### config.mk
export PLATFORM = sky130hd
export DESIGN_NAME = adrc_eso_controller_step
export DESIGN_NICKNAME = d
export VERILOG_FILES = /design/src/hw/rtl/adrc_pkg.sv /design/src/hw/rtl/adrc_ser_mul.sv /design/src/hw/rtl/adrc_eso_controller_step.sv
export SDC_FILE = /design/constraint.sdc
export NUM_CORES = 2
export LEC_CHECK = 0
export BUFFER_PORTS_ARGS = -buffer_cell sky130_fd_sc_hd__buf_4
export CAP_MARGIN = 20
export CELL_PAD_IN_SITES_DETAIL_PLACEMENT = 0
export CELL_PAD_IN_SITES_GLOBAL_PLACEMENT = 1
export CORE_ASPECT_RATIO = 1.25
export CORE_MARGIN = 1.5
export CORE_UTILIZATION = 30
export CTS_BUF_LIST = sky130_fd_sc_hd__clkbuf_4
export DETAILED_ROUTE_END_ITERATION = 10
export PLACE_DENSITY = 0.5
export SYNTH_ARGS = -nofsm -noshare
export SYNTH_HDL_FRONTEND = slang
export SYNTH_SLANG_ARGS = --single-unit
### constraint.sdc
create_clock -name clk -period 10.64 [get_ports clk]
set_clock_uncertainty 0.05 [all_clocks]
set_input_delay 1.596 -clock clk [delete_from_list [all_inputs] [get_ports clk]]
set_output_delay 1.596 -clock clk [all_outputs]
set_load 0.05 [all_outputs]
### src/hw/rtl/adrc_pkg.sv
// Shared constants, register codes and beat types of the ADRC observer controller.
package adrc_pkg;

  localparam int DATA_WIDTH  = 32;
  localparam int FRAC_BITS   = 16;
  localparam int DT_WIDTH    = 32;
  localparam int DT_FRAC     = 24;
  localparam int CFG_INDEX_W = 3;

  localparam logic [CFG_INDEX_W-1:0] REG_L1     = 3'd0;
  localparam logic [CFG_INDEX_W-1:0] REG_L2     = 3'd1;
  localparam logic [CFG_INDEX_W-1:0] REG_L3     = 3'd2;
  localparam logic [CFG_INDEX_W-1:0] REG_KP     = 3'd3;
  localparam logic [CFG_INDEX_W-1:0] REG_KD     = 3'd4;
  localparam logic [CFG_INDEX_W-1:0] REG_B0     = 3'd5;
  localparam logic [CFG_INDEX_W-1:0] REG_B0_INV = 3'd6;

  typedef struct packed {
    logic signed [DATA_WIDTH-1:0] reference;
    logic signed [DATA_WIDTH-1:0] measurement;
    logic        [DT_WIDTH-1:0]   time_step;
  } item_t;

  typedef struct packed {
    logic signed [DATA_WIDTH-1:0] command;
    logic                         saturated;
  } result_t;

  typedef struct packed {
    logic                  start;
    logic                  use_dt;
    logic [DATA_WIDTH-1:0] a;
    logic [DATA_WIDTH-1:0] b;
    logic [DT_WIDTH-1:0]   dt;
  } mul_req_t;

  typedef struct packed {
    logic                  done;
    logic                  clip;
    logic [DATA_WIDTH-1:0] value;
  } mul_rsp_t;

endpackage

### src/hw/rtl/adrc_ser_mul.sv
// Bit-serial saturating fixed-point multiplier with round-to-nearest, ties away from zero.
module adrc_ser_mul #(
  parameter int FRAC_BITS = adrc_pkg::FRAC_BITS
) (
  input  logic               clk,
  input  logic               rst,
  input  adrc_pkg::mul_req_t req,
  output adrc_pkg::mul_rsp_t rsp
);

  localparam int DW  = adrc_pkg::DATA_WIDTH;
  localparam int DTW = adrc_pkg::DT_WIDTH;
  localparam int DTF = adrc_pkg::DT_FRAC;
  localparam int BW  = (DW > DTW) ? DW : DTW;
  localparam int PW  = DW + BW;
  localparam int CW  = $clog2(BW);

  localparam logic [2:0] M_IDLE = 3'd0;
  localparam logic [2:0] M_RUN  = 3'd1;
  localparam logic [2:0] M_RND  = 3'd2;
  localparam logic [2:0] M_NEG  = 3'd3;
  localparam logic [2:0] M_DONE = 3'd4;

  logic [2:0]    state;
  logic [CW-1:0] cnt;
  logic [DW-1:0] ua;
  logic [DW-1:0] hi;
  logic [BW-1:0] lo;
  logic          neg;
  logic          use_dt;
  logic [DW-1:0] mag;
  logic          clip;
  logic [DW-1:0] value;

  logic [DW-1:0] a_mag;
  logic [DW-1:0] b_mag;
  logic [DW:0]   sum;
  logic [PW-1:0] product;
  logic [PW-1:0] q;
  logic          rb;
  logic          ovf_hi;
  logic [DW:0]   inc;
  logic [DW:0]   limit;
  logic          clip_next;
  logic [DW-1:0] mag_next;

  always_comb begin
    a_mag     = req.a[DW-1] ? (~req.a + DW'(1)) : req.a;
    b_mag     = req.b[DW-1] ? (~req.b + DW'(1)) : req.b;
    sum       = {1'b0, hi} + (lo[0] ? {1'b0, ua} : {(DW+1){1'b0}});
    product   = {hi, lo};
    q         = use_dt ? (product >> DTF) : (product >> FRAC_BITS);
    rb        = use_dt ? product[DTF-1] : product[FRAC_BITS-1];
    ovf_hi    = |q[PW-1:DW];
    inc       = {1'b0, q[DW-1:0]} + (DW+1)'(rb);
    limit     = {2'b00, {(DW-1){1'b1}}} + (DW+1)'(neg);
    clip_next = ovf_hi || (inc > limit);
    mag_next  = clip_next ? limit[DW-1:0] : inc[DW-1:0];
  end

  always_ff @(posedge clk) begin
    if (rst) begin
      state <= M_IDLE;
      cnt   <= '0;
    end else begin
      case (state)
        M_IDLE: begin
          if (req.start) begin
            state <= M_RUN;
            cnt   <= CW'(BW - 1);
          end
        end
        M_RUN: begin
          if (cnt == '0) begin
            state <= M_RND;
          end else begin
            cnt <= cnt - CW'(1);
          end
        end
        M_RND:   state <= M_NEG;
        M_NEG:   state <= M_DONE;
        M_DONE:  state <= M_IDLE;
        default: state <= M_IDLE;
      endcase
    end
  end

  always_ff @(posedge clk) begin
    case (state)
      M_IDLE: begin
        if (req.start) begin
          ua     <= a_mag;
          hi     <= '0;
          lo     <= req.use_dt ? BW'(req.dt) : BW'(b_mag);
          neg    <= req.a[DW-1] ^ (!req.use_dt && req.b[DW-1]);
          use_dt <= req.use_dt;
        end
      end
      M_RUN: begin
        hi <= sum[DW:1];
        lo <= {sum[0], lo[BW-1:1]};
      end
      M_RND: begin
        mag  <= mag_next;
        clip <= clip_next;
      end
      M_NEG: begin
        value <= neg ? (~mag + DW'(1)) : mag;
      end
      default: begin
      end
    endcase
  end

  assign rsp.done  = (state == M_DONE);
  assign rsp.clip  = clip;
  assign rsp.value = value;

endmodule

### src/hw/rtl/adrc_eso_controller_step.sv
// Linear ADRC controller step with a third-order extended state observer, top level.
// One item is in work at a time; the input is stalled from the accepted beat until the
// result beat has been issued and the controller is idle again.
// The ten products of each item share one bit-serial multiplier, which retires one
// multiplier bit per cycle.
// Synchronous reset clears the estimates, the previous command and the gains; b0 and its
// reciprocal reset to 1.0.
module adrc_eso_controller_step #(
  parameter int FRAC_BITS = adrc_pkg::FRAC_BITS
) (
  input  logic                                 clk,
  input  logic                                 rst,
  input  logic                                 item_valid,
  output logic                                 item_stall,
  input  adrc_pkg::item_t                      item,
  output logic                                 result_valid,
  input  logic                                 result_stall,
  output adrc_pkg::result_t                    result,
  input  logic                                 cfg_write,
  input  logic [adrc_pkg::CFG_INDEX_W-1:0]     cfg_index,
  input  logic [adrc_pkg::DATA_WIDTH-1:0]      cfg_data
);

  localparam int DW  = adrc_pkg::DATA_WIDTH;
  localparam int DTW = adrc_pkg::DT_WIDTH;

  localparam logic [3:0] ST_IDLE = 4'd0;
  localparam logic [3:0] ST_ERR  = 4'd1;
  localparam logic [3:0] ST_L1   = 4'd2;
  localparam logic [3:0] ST_L2   = 4'd3;
  localparam logic [3:0] ST_B0   = 4'd4;
  localparam logic [3:0] ST_L3   = 4'd5;
  localparam logic [3:0] ST_I1   = 4'd6;
  localparam logic [3:0] ST_I2   = 4'd7;
  localparam logic [3:0] ST_I3   = 4'd8;
  localparam logic [3:0] ST_DIF  = 4'd9;
  localparam logic [3:0] ST_KP   = 4'd10;
  localparam logic [3:0] ST_KD   = 4'd11;
  localparam logic [3:0] ST_Z3   = 4'd12;
  localparam logic [3:0] ST_RC   = 4'd13;
  localparam logic [3:0] ST_OUT  = 4'd14;

  logic [3:0]     state;
  logic           issued;
  logic           clipped;

  logic [DW-1:0]  l1;
  logic [DW-1:0]  l2;
  logic [DW-1:0]  l3;
  logic [DW-1:0]  kp;
  logic [DW-1:0]  kd;
  logic [DW-1:0]  b0;
  logic [DW-1:0]  b0_recip;

  logic [DW-1:0]  z1;
  logic [DW-1:0]  z2;
  logic [DW-1:0]  z3;
  logic [DW-1:0]  u_prev;

  logic [DW-1:0]  ref_val;
  logic [DW-1:0]  meas;
  logic [DTW-1:0] dt;
  logic [DW-1:0]  err;
  logic [DW-1:0]  d1;
  logic [DW-1:0]  d2;
  logic [DW-1:0]  d3;
  logic [DW-1:0]  v;

  logic [DW-1:0]  add_a;
  logic [DW-1:0]  add_b;
  logic           add_sub;
  logic [DW:0]    add_sum;
  logic           add_ovf;
  logic [DW-1:0]  add_res;
  logic           is_mul;

  adrc_pkg::mul_req_t mreq;
  adrc_pkg::mul_rsp_t mrsp;

  adrc_ser_mul #(
    .FRAC_BITS(FRAC_BITS)
  ) u_mul (
    .clk(clk),
    .rst(rst),
    .req(mreq),
    .rsp(mrsp)
  );

  always_comb begin
    add_a   = '0;
    add_b   = '0;
    add_sub = 1'b0;
    case (state)
      ST_ERR: begin
        add_a   = meas;
        add_b   = z1;
        add_sub = 1'b1;
      end
      ST_L1: begin
        add_a = z2;
        add_b = mrsp.value;
      end
      ST_L2: begin
        add_a = z3;
        add_b = mrsp.value;
      end
      ST_B0: begin
        add_a = d2;
        add_b = mrsp.value;
      end
      ST_I1: begin
        add_a = z1;
        add_b = mrsp.value;
      end
      ST_I2: begin
        add_a = z2;
        add_b = mrsp.value;
      end
      ST_I3: begin
        add_a = z3;
        add_b = mrsp.value;
      end
      ST_DIF: begin
        add_a   = ref_val;
        add_b   = z1;
        add_sub = 1'b1;
      end
      ST_KD: begin
        add_a   = v;
        add_b   = mrsp.value;
        add_sub = 1'b1;
      end
      ST_Z3: begin
        add_a   = v;
        add_b   = z3;
        add_sub = 1'b1;
      end
      default: begin
      end
    endcase
    add_sum = add_sub ? ({add_a[DW-1], add_a} - {add_b[DW-1], add_b})
                      : ({add_a[DW-1], add_a} + {add_b[DW-1], add_b});
    add_ovf = add_sum[DW] ^ add_sum[DW-1];
    add_res = add_ovf ? {add_sum[DW], {(DW-1){~add_sum[DW]}}} : add_sum[DW-1:0];
  end

  always_comb begin
    is_mul      = 1'b1;
    mreq.use_dt = 1'b0;
    mreq.a      = '0;
    mreq.b      = '0;
    mreq.dt     = dt;
    case (state)
      ST_L1: begin
        mreq.a = l1;
        mreq.b = err;
      end
      ST_L2: begin
        mreq.a = l2;
        mreq.b = err;
      end
      ST_B0: begin
        mreq.a = b0;
        mreq.b = u_prev;
      end
      ST_L3: begin
        mreq.a = l3;
        mreq.b = err;
      end
      ST_I1: begin
        mreq.a      = d1;
        mreq.use_dt = 1'b1;
      end
      ST_I2: begin
        mreq.a      = d2;
        mreq.use_dt = 1'b1;
      end
      ST_I3: begin
        mreq.a      = d3;
        mreq.use_dt = 1'b1;
      end
      ST_KP: begin
        mreq.a = kp;
        mreq.b = err;
      end
      ST_KD: begin
        mreq.a = kd;
        mreq.b = z2;
      end
      ST_RC: begin
        mreq.a = v;
        mreq.b = b0_recip;
      end
      default: is_mul = 1'b0;
    endcase
    mreq.start = is_mul && !issued;
  end

  assign item_stall = (state != ST_IDLE);

  always_ff @(posedge clk) begin
    if (rst) begin
      state        <= ST_IDLE;
      issued       <= 1'b0;
      clipped      <= 1'b0;
      result_valid <= 1'b0;
      l1           <= '0;
      l2           <= '0;
      l3           <= '0;
      kp           <= '0;
      kd           <= '0;
      b0           <= DW'(1) << FRAC_BITS;
      b0_recip     <= DW'(1) << FRAC_BITS;
      z1           <= '0;
      z2           <= '0;
      z3           <= '0;
      u_prev       <= '0;
    end else begin
      if (cfg_write) begin
        case (cfg_index)
          adrc_pkg::REG_L1:     l1       <= cfg_data;
          adrc_pkg::REG_L2:     l2       <= cfg_data;
          adrc_pkg::REG_L3:     l3       <= cfg_data;
          adrc_pkg::REG_KP:     kp       <= cfg_data;
          adrc_pkg::REG_KD:     kd       <= cfg_data;
          adrc_pkg::REG_B0:     b0       <= cfg_data;
          adrc_pkg::REG_B0_INV: b0_recip <= cfg_data;
          default: begin
          end
        endcase
      end

      if (state == ST_OUT && (!result_valid || !result_stall)) begin
        result_valid <= 1'b1;
      end else if (result_valid && !result_stall) begin
        result_valid <= 1'b0;
      end

      if (mreq.start) begin
        issued <= 1'b1;
      end else if (mrsp.done) begin
        issued <= 1'b0;
      end

      case (state)
        ST_IDLE: begin
          if (item_valid) begin
            clipped <= 1'b0;
            state   <= ST_ERR;
          end
        end
        ST_ERR: begin
          clipped <= clipped | add_ovf;
          state   <= ST_L1;
        end
        ST_L1: begin
          if (mrsp.done) begin
            clipped <= clipped | add_ovf | mrsp.clip;
            state   <= ST_L2;
          end
        end
        ST_L2: begin
          if (mrsp.done) begin
            clipped <= clipped | add_ovf | mrsp.clip;
            state   <= ST_B0;
          end
        end
        ST_B0: begin
          if (mrsp.done) begin
            clipped <= clipped | add_ovf | mrsp.clip;
            state   <= ST_L3;
          end
        end
        ST_L3: begin
          if (mrsp.done) begin
            clipped <= clipped | mrsp.clip;
            state   <= ST_I1;
          end
        end
        ST_I1: begin
          if (mrsp.done) begin
            z1      <= add_res;
            clipped <= clipped | add_ovf | mrsp.clip;
            state   <= ST_I2;
          end
        end
        ST_I2: begin
          if (mrsp.done) begin
            z2      <= add_res;
            clipped <= clipped | add_ovf | mrsp.clip;
            state   <= ST_I3;
          end
        end
        ST_I3: begin
          if (mrsp.done) begin
            z3      <= add_res;
            clipped <= clipped | add_ovf | mrsp.clip;
            state   <= ST_DIF;
          end
        end
        ST_DIF: begin
          clipped <= clipped | add_ovf;
          state   <= ST_KP;
        end
        ST_KP: begin
          if (mrsp.done) begin
            clipped <= clipped | mrsp.clip;
            state   <= ST_KD;
          end
        end
        ST_KD: begin
          if (mrsp.done) begin
            clipped <= clipped | add_ovf | mrsp.clip;
            state   <= ST_Z3;
          end
        end
        ST_Z3: begin
          clipped <= clipped | add_ovf;
          state   <= ST_RC;
        end
        ST_RC: begin
          if (mrsp.done) begin
            u_prev  <= mrsp.value;
            clipped <= clipped | mrsp.clip;
            state   <= ST_OUT;
          end
        end
        ST_OUT: begin
          if (!result_valid || !result_stall) begin
            state <= ST_IDLE;
          end
        end
        default: state <= ST_IDLE;
      endcase
    end
  end

  always_ff @(posedge clk) begin
    case (state)
      ST_IDLE: begin
        if (item_valid) begin
          ref_val <= item.reference;
          meas    <= item.measurement;
          dt      <= item.time_step;
        end
      end
      ST_ERR: err <= add_res;
      ST_L1: begin
        if (mrsp.done) begin
          d1 <= add_res;
        end
      end
      ST_L2: begin
        if (mrsp.done) begin
          d2 <= add_res;
        end
      end
      ST_B0: begin
        if (mrsp.done) begin
          d2 <= add_res;
        end
      end
      ST_L3: begin
        if (mrsp.done) begin
          d3 <= mrsp.value;
        end
      end
      ST_DIF: err <= add_res;
      ST_KP: begin
        if (mrsp.done) begin
          v <= mrsp.value;
        end
      end
      ST_KD: begin
        if (mrsp.done) begin
          v <= add_res;
        end
      end
      ST_Z3: v <= add_res;
      ST_OUT: begin
        if (!result_valid || !result_stall) begin
          result.command   <= u_prev;
          result.saturated <= clipped;
        end
      end
      default: begin
      end
    endcase
  end

  a_done_requested: assert property (@(posedge clk) disable iff (rst)
    mrsp.done |-> issued)
    else $error("Multiplier finished a product that was never started.");

  a_result_from_out: assert property (@(posedge clk) disable iff (rst)
    $rose(result_valid) |-> $past(state) == ST_OUT)
    else $error("Result beat raised outside the output step.");

  a_flag_cleared: assert property (@(posedge clk) disable iff (rst)
    (item_valid && !item_stall) |=> !clipped)
    else $error("Saturation flag not cleared for a new item.");

endmodule
==> Word level (Yosys, flattened, before mapping) <==
Cells that the tools add are included.
Widths: inputs -> output; s select.
{ "classes": {"add_sub_neg": 9, "n_mul": 0, "n_div": 0, "n_lt_le_gt_ge": 1, "eq_ne": 41, "shifts": 0, "n_mux": 51, "bitwise_logic": 9, "reduce_logical": 56} }
{ "ops": {"columns": ["cell", "count"], "rows": [
  ["$mux 32", 10],
  ["$pmux 32 s10", 1],
  ["$pmux 32 s7", 1],
  ["$pmux 32 s3", 2],
  ["$pmux 32 s2", 2],
  ["$pmux 32 s4", 1],
  ["$add 32x1->32 const B", 3],
  ["$not 32->32", 3],
  ["$pmux 4 s15", 1],
  ["$mux 4", 12],
  ["$mux 48", 1],
  ["$reduce_and 2->1", 19],
  ["$add 32x1->33", 1],
  ["$add 32x32->33", 1],
  ["$add 32x33->33", 1],
  ["$gt 33x33->1", 1],
  ["$mux 33", 1],
  ["$sub 32x32->33", 1],
  ["$add 31x1->32 const A", 1],
  ["$reduce_or 32->1", 1],
  ["$mux 31", 1],
  ["$eq 4x4->1 const B", 7],
  ["$ne 2x2->1 const B", 13],
  ["$eq 4x3->1 const B", 4],
  ["other kinds (33)", 78]
]} }
{ "totals": {"register_bits": 819, "latch_bits": 0, "ram_bits": 0, "rom_bits": 0, "in_bits": 136, "output_inout_bits": 35, "elab_cells": 203, "memories": 0} }

==> Logic depth before layout (Yosys ltp) <==
{ "logic_depth": {"depth_word": 10, "ltp_mapped": 29, "mapped_depth_nobuf": 24} }

==> Cells and area by module <==
Synthesis repeated with hierarchy kept, for this count alone.
{ "unflattened": {"cells_unflattened": 4152, "area_unflattened_um2": 40395.0} }
{ "modules_own_cells": {"columns": ["module", "n_inst", "cells_each", "area_each_um2", "seq_area_each_um2"], "rows": [
  ["adrc_eso_controller_step", 1, 2958, 28379.7, 15865.2],
  ["adrc_ser_mul", 1, 1194, 12015.3, 5054.8]
]} }

==> Worst setup path after synthesis <==
Ideal clock, no wire load.
{ "synth_path": {"kind": "reg-to-reg", "start": "reg u_mul.use_dt", "end": "reg u_mul.mag[14], data pin", "setup_ns": 0.260, "arrival_ns": 6.158, "required_ns": 10.330, "slack_ns": 4.172, "path_stages_with_launch": 28, "n_path_buf": 8, "period_less_slack_ns": 6.468, "cell_sequence": "edfxtp_1 -> buf_2 -> buf_2 -> buf_2 -> buf_2 -> buf_1 -> buf_1 -> mux2_2 -> ha_1 -> ha_1 -> inv_1 -> a221oi_1 -> and3_1 -> and2_0 -> nor2b_1 -> xnor2_1 -> ha_1 -> a21o_1 -> a21o_1 -> a21o_1 -> a21o_1 -> a211oi_1 -> o21a_1 -> a21boi_0 -> a211o_1 -> clkbuf_1 -> clkbuf_1 -> mux2_2"} }
{ "synth_via": {"elab_chain_cells": 5, "elab_cells_between_ends": 7, "cone_classes": "1 x add/sub; 1 x order compare; 3 x mux; 2 x reduce/logical"} }
{ "synth_rtl": {"columns": ["item", "line_no", "source"], "rows": [
  ["start, declared", "adrc_ser_mul.sv:30", "logic use_dt;"],
  ["start signal, assigned", "adrc_ser_mul.sv:96", "use_dt <= req.use_dt;"],
  ["$mux 48 / $mux 1 (equally long branches)", "adrc_ser_mul.sv:52, adrc_ser_mul.sv:53", null],
  ["$add 32x1->33", "adrc_ser_mul.sv:55", "inc = {1'b0, q[DW-1:0]} + (DW+1)'(rb);"],
  ["$gt 33x33->1", "adrc_ser_mul.sv:57", "clip_next = ovf_hi || (inc > limit);"],
  ["$logic_or 1x1->1", "adrc_ser_mul.sv:57", null],
  ["$mux 32 (*)", "adrc_ser_mul.sv:58", "mag_next = clip_next ? limit[DW-1:0] : inc[DW-1:0];"],
  ["net u_mul.mag_next[14]", "adrc_ser_mul.sv:45", "logic [DW-1:0] mag_next;"],
  ["end signal, assigned", "adrc_ser_mul.sv:104", "mag <= mag_next;"],
  ["end, declared", "adrc_ser_mul.sv:31", "logic [DW-1:0] mag;"]
]} }
The timed path passes the listed nets; every way through them passes the cells marked *.
A chain may end at the register's enable or synchronous reset.

==> Final worst setup path <==
{ "layout_path": {"start": "reg state[1]", "end": "reg v[12], data pin"} }
{ "layout_via": {"elab_chain_cells": 9, "elab_cells_between_ends": 28, "cone_classes": "2 x add/sub; 11 x eq/ne; 7 x mux; 2 x bitwise; 6 x reduce/logical"} }
{ "layout_rtl": {"columns": ["item", "line_no", "source"], "rows": [
  ["start, declared", "adrc_eso_controller_step.sv:43", "logic [3:0] state;"],
  ["start signal, assigned", "adrc_eso_controller_step.sv:203", "state <= ST_IDLE;"],
  ["start signal, assigned", "adrc_eso_controller_step.sv:249", "state <= ST_ERR;"],
  ["start signal, assigned", "adrc_eso_controller_step.sv:254", "state <= ST_L1;"],
  ["$eq 4x4->1, or another cell as far along", "adrc_eso_controller_step.sv:93, adrc_eso_controller_step.sv:339", null],
  ["$reduce_or 7->1 (no line) / $reduce_or 2->1 (equally long branches)", null, null],
  ["$pmux 32 s3 / $pmux 32 s7 (equally long branches)", "adrc_eso_controller_step.sv:93", "case (state)"],
  ["$add 32x32->33 / $sub 32x32->33 (equally long branches)", "adrc_eso_controller_step.sv:142, adrc_eso_controller_step.sv:141", null],
  ["$mux 33", "adrc_eso_controller_step.sv:141", "add_sum = add_sub ? ({add_a[DW-1], add_a} - {add_b[DW-1], add_b})"],
  ["$xor 1x1->1 / $not 1->1 (equally long branches)", "adrc_eso_controller_step.sv:143, adrc_eso_controller_step.sv:144", null],
  ["$mux 32", "adrc_eso_controller_step.sv:144", "add_res = add_ovf ? {add_sum[DW], {(DW-1){~add_sum[DW]}}} : add_sum[DW-1:0];"],
  ["$mux 32", "adrc_eso_controller_step.sv:375", "if (mrsp.done) begin"],
  ["$pmux 32 s3 (*)", "adrc_eso_controller_step.sv:339", "case (state)"],
  ["end signal, assigned", "adrc_eso_controller_step.sv:371", "v <= mrsp.value;"],
  ["end signal, assigned", "adrc_eso_controller_step.sv:376", "v <= add_res;"],
  ["end signal, assigned", "adrc_eso_controller_step.sv:379", "ST_Z3: v <= add_res;"],
  ["end, declared", "adrc_eso_controller_step.sv:67", "logic [DW-1:0] v;"]
]} }
Mark *: on every way between the ends. The rest lies on a longest branch, timed or not. The select of a mux whose other input is x is not followed.

==> impl_metrics.py <==
metrics = {
    "status": {
        "outcome": "finished clean",
    },
    "yosys": {
        "synth-seq-cells": 819,
        "synth_compound_area_share_pct": 19.3,
        "synth_flop_cell": "edfxtp_1",
        "syn-num-nets": 4566,
        "synthAdderAreaFrac_pct": 3.28,
        "synth.area.mux_share_pct": 2.71,
        "synth_cells": 4324,
        "synthSimpleGateAreaFrac_pct": 17.0,
        "yosysWarnings": 0,
        "synth_top_area_share_pct": 32.4,
        "synth_top_cells_by_area": "edfxtp_1 32%, dfxtp_1 18%, nand2_1 6.8%",
        "synthXorXnorAreaFrac_pct": 4.23,
        "seq_area_frac_synth_pct": 50.0,
        "async_flop_share_pct": 0,
        "syn_avg_cell_area_um2": 9.68,
        "synth_top_family_by_area": "compound AO/OA/AOI/OAI gates",
        "syn-cell-area_um2": 41800,
        "synth_cell_types": 96,
        "synth_edf_count": 452,
        "yosysTopAreaCell": "edfxtp_1",
    },
    "drt": {
        "drcViolationCount": 0,
        "routed_wl_um": 203000,
        "drt_first_iter_violations": 3553,
        "wire_per_inst_um": 30.8,
        "vias": 36600,
        "drtPass1Iterations": 6,
        "post_drt_via_cell_ratio": 5.53,
        "final_antenna_net_count": 0,
    },
    "pwr": {
        "ir_worst_vdd_mv": 0.190,
        "p_sw_mw": 6.25,
        "p_per_area_nw_per_um2": 286,
        "p_seq_share_pct": 33.3,
        "switching_share_pct": 45.4,
        "p_clk_share_pct": 21.7,
        "p_leak_nw": 16.9,
        "combPwrFrac_pct": 44.9,
        "internal_power_mw": 7.51,
    },
    "finish": {
        "fin_nets": 4796,
        "drive_gt1_share_pct": 16.4,
        "regArea_um2": 20900,
        "final_area_um2": 48200,
        "top_register": "result",
        "largest_register_ffs": 33,
        "multi_input_area_um2": 19600,
        "num-fill-cells": 14400,
        "area_delta_synth_final_pct": 15.1,
    },
    "setup_path": {
        "cp.arrival_ns": 9.41,
        "r2r_start": "state[1]$_SDFFE_PP0P_",
        "crit_buf_inv": 3,
        "critical-path-max-stage-delay_ns": 0.75,
        "critical_path_cell_count": 23,
        "crit_type": "reg -> reg",
        "crit_path_cell_trace": "inv_2, o21ai_1, a32oi_1, ha_1, inv_1, a2111oi_2, nand4b_1, nor4b_1, nand4_1, nor2_1, and3_1, nor2_1, xor2_1, ha_1, and4_1, nand2_1, or4_1, a32o_1, nor3b_4, nor2_8, inv_2, a21oi_2, a22o_1",
        "crit_end": "v[12]$_DFFE_PP_",
        "reg2regPathDepth": 23,
        "crit_path_end_kind": "flop",
        "reg2reg_to": "v[12]$_DFFE_PP_",
        "critPathSlowestCell": "nor4b_1",
        "worstSetupStartpointType": "flop",
        "cp_top_family": "simple AND/OR/NAND/NOR gates",
        "required_ns": 11.54,
        "crit_path_start": "state[1]$_SDFFE_PP0P_",
        "cp_max_fo": 42,
        "r2r_setup_slack_ns": 2.14,
    },
    "clock_tree": {
        "cts-root-buf": "clkbuf_4",
        "numCtsBuffers": 227,
        "cts_tree": "done",
        "clkTransAtPathRegs_ns": 0.07,
        "numClockSinks": 819,
        "h-tree-depth": 4,
        "ctsResizeCount": 0,
        "post_cts_buffers": 0,
        "clock_path_buffers": 3,
        "clock_latency_ns": 1.28,
        "cts-hold-fix-buffers": 0,
    },
    "grt": {
        "grt_pass1_wl_um": 281000,
        "antenna_found_initial": 11,
        "grt_overflow": 0,
        "grt_max_degree": 90,
        "grt_pass1_vias": 35700,
        "track_usage_pct": 28.4,
    },
    "job": {
        "cap_violations": 0,
    },
    "timing": {
        "fmax_mhz": 118,
        "slew_headroom_pct": 16.4,
        "final.min_clock_period_ns": 8.50,
        "setup-violations-final": 0,
        "timing.final.ws_setup_ns": 2.14,
        "timing.setup.tns_ns": 0,
        "rsz0062_at_grt": "no",
        "hold_viol": 0,
        "drv_slew": 0,
        "finalCritPeriodShare_pct": 79.9,
        "whs_ns": 0.402,
        "tightest_slew_ns": 1.24,
    },
    "placed_design": {
        "hpwl_um": 147000,
        "gp_congestion": 0.977,
        "placed_cell_area_um2": 45200,
        "pre_cts_slack_ns": 2.40,
        "io_buffers": 170,
    },
    "floorplan": {
        "die_width_um": 337,
        "fp.dieArea_um2": 142000,
        "die_y_um": 421,
        "row_count": 153,
        "ios": 171,
        "core_area_um2": 139000,
        "start_util_pct": 30.1,
    },
    "hold_path": {
        "hp-class": "reg -> reg",
    },
}
==> worst min-delay path by stage <==
stage                                      to                 start  slack, ns  depth (start not counted)
after floorplan           result[0]$_DFFE_PP_  clipped$_SDFFE_PP0P_       0.38                          0
after CTS                   meas[9]$_DFFE_PP_              item[41]       0.33                          1
after global placement    l1[26]$_SDFFE_PP0P_   l1[26]$_SDFFE_PP0P_       0.39                          2
after global routing        meas[9]$_DFFE_PP_              item[41]       0.39                          1
final                     l1[24]$_SDFFE_PP0P_   l1[24]$_SDFFE_PP0P_       0.40                          2
after detailed placement   l3[5]$_SDFFE_PP0P_    l3[5]$_SDFFE_PP0P_       0.39                          2
==> area by class of cell <==
type,count,area share [%]
Timing Repair Buffer,276,4.32
Clock buffer,342,5.33
Multi-Input combinational cell,3172,40.8
Antenna cell,6,0.0312
Tap cell,1860,4.83
Clock inverter,74,0.774
Inverter,58,0.452
Sequential cell,819,43.5
==> synth_stat cells, types with 16 or more instances <==
| library cell | count |
|---|---|
| nand2_1 | 753 |
| a21oi_1 | 471 |
| edfxtp_1 | 452 |
| dfxtp_1 | 367 |
| nor2_1 | 249 |
| clkbuf_1 | 198 |
| a22oi_1 | 181 |
| o21ai_0 | 125 |
| xnor2_1 | 117 |
| ha_1 | 104 |
| a22o_1 | 91 |
| xor2_1 | 85 |
| nand3_1 | 75 |
| and2_1 | 69 |
| mux2i_1 | 67 |
| nand4_1 | 56 |
| inv_1 | 55 |
| nor3_1 | 53 |
| a31oi_1 | 46 |
| nand3b_1 | 45 |
| nand2b_1 | 43 |
| nor2b_1 | 41 |
| a21o_1 | 38 |
| mux2_2 | 32 |
| o31ai_1 | 30 |
| buf_2 | 28 |
| nor4_1 | 26 |
| a221oi_1 | 23 |
| and3_1 | 20 |
| buf_4 | 19 |
| o22ai_1 | 19 |
| a221o_1 | 18 |
| buf_1 | 17 |
| a32o_1 | 16 |
| o21a_1 | 16 |
==> cells in the final DEF (no fill, tap or decap), drive strengths merged, types with 68 or more instances in the layout <==
cell type	n
a21oi	472
a22o	91
a22oi	181
and2	70
buf	275
clkbuf	343
dfxtp	367
edfxtp	452
ha	104
mux2i	68
nand2	753
nand3	75
nor2	251
o21ai	150
xnor2	117
xor2	85
==> tightest hold or removal path, stage by stage, from the launching register on <==
cell,delay [ns]
dfxtp_1,0.31
nand2_1,0.05
a21oi_1,0.05
==> power groups by stage <==
stage / combinational (mW) / clock (mW) / sequential, mW
after floorplan: 3.96 / 0 / 4.41
after global placement: 6.10 / 0 / 4.65
after detailed placement: 6.09 / 0 / 4.64
after CTS: 6.12 / 3.08 / 4.58
after global routing: 6.63 / 3.23 / 4.61
final: 6.18 / 2.99 / 4.59
==> routing by layer <==
layer / GRT usage (%) / part of all wire, % / vias to the layer above
met1: 33.0 / 38 / 18000
met3: 5.38 / 6.2 / 497
met5: 0 / 0.016 / -
met2: 47.0 / 47 / 1562
li1: - / - / 16500
met4: 19.9 / 7.9 / 4
==> kinds of logic (layout without fill, tap and decap cells) <==
group,Yosys count,count (layout)
compound gates,1232,1232
other cells,0,6
buf+inv,333,750
mux,104,104
flops,819,819
fa+ha+maj,109,109
xor+xnor,202,202
simple gates,1525,1525
==> stage by stage <==
step	power, mW	util [%]	instances
2_1_floorplan	8.37	-	4324
3_3_place_gp	10.8	32.6	6184
4_1_cts	13.8	34.7	6600
6_report	13.8	34.7	6607
5_1_grt	14.5	34.7	6604
3_5_place_dp	10.7	32.6	6184
No activity file was read; power rests on OpenSTA's default activity.
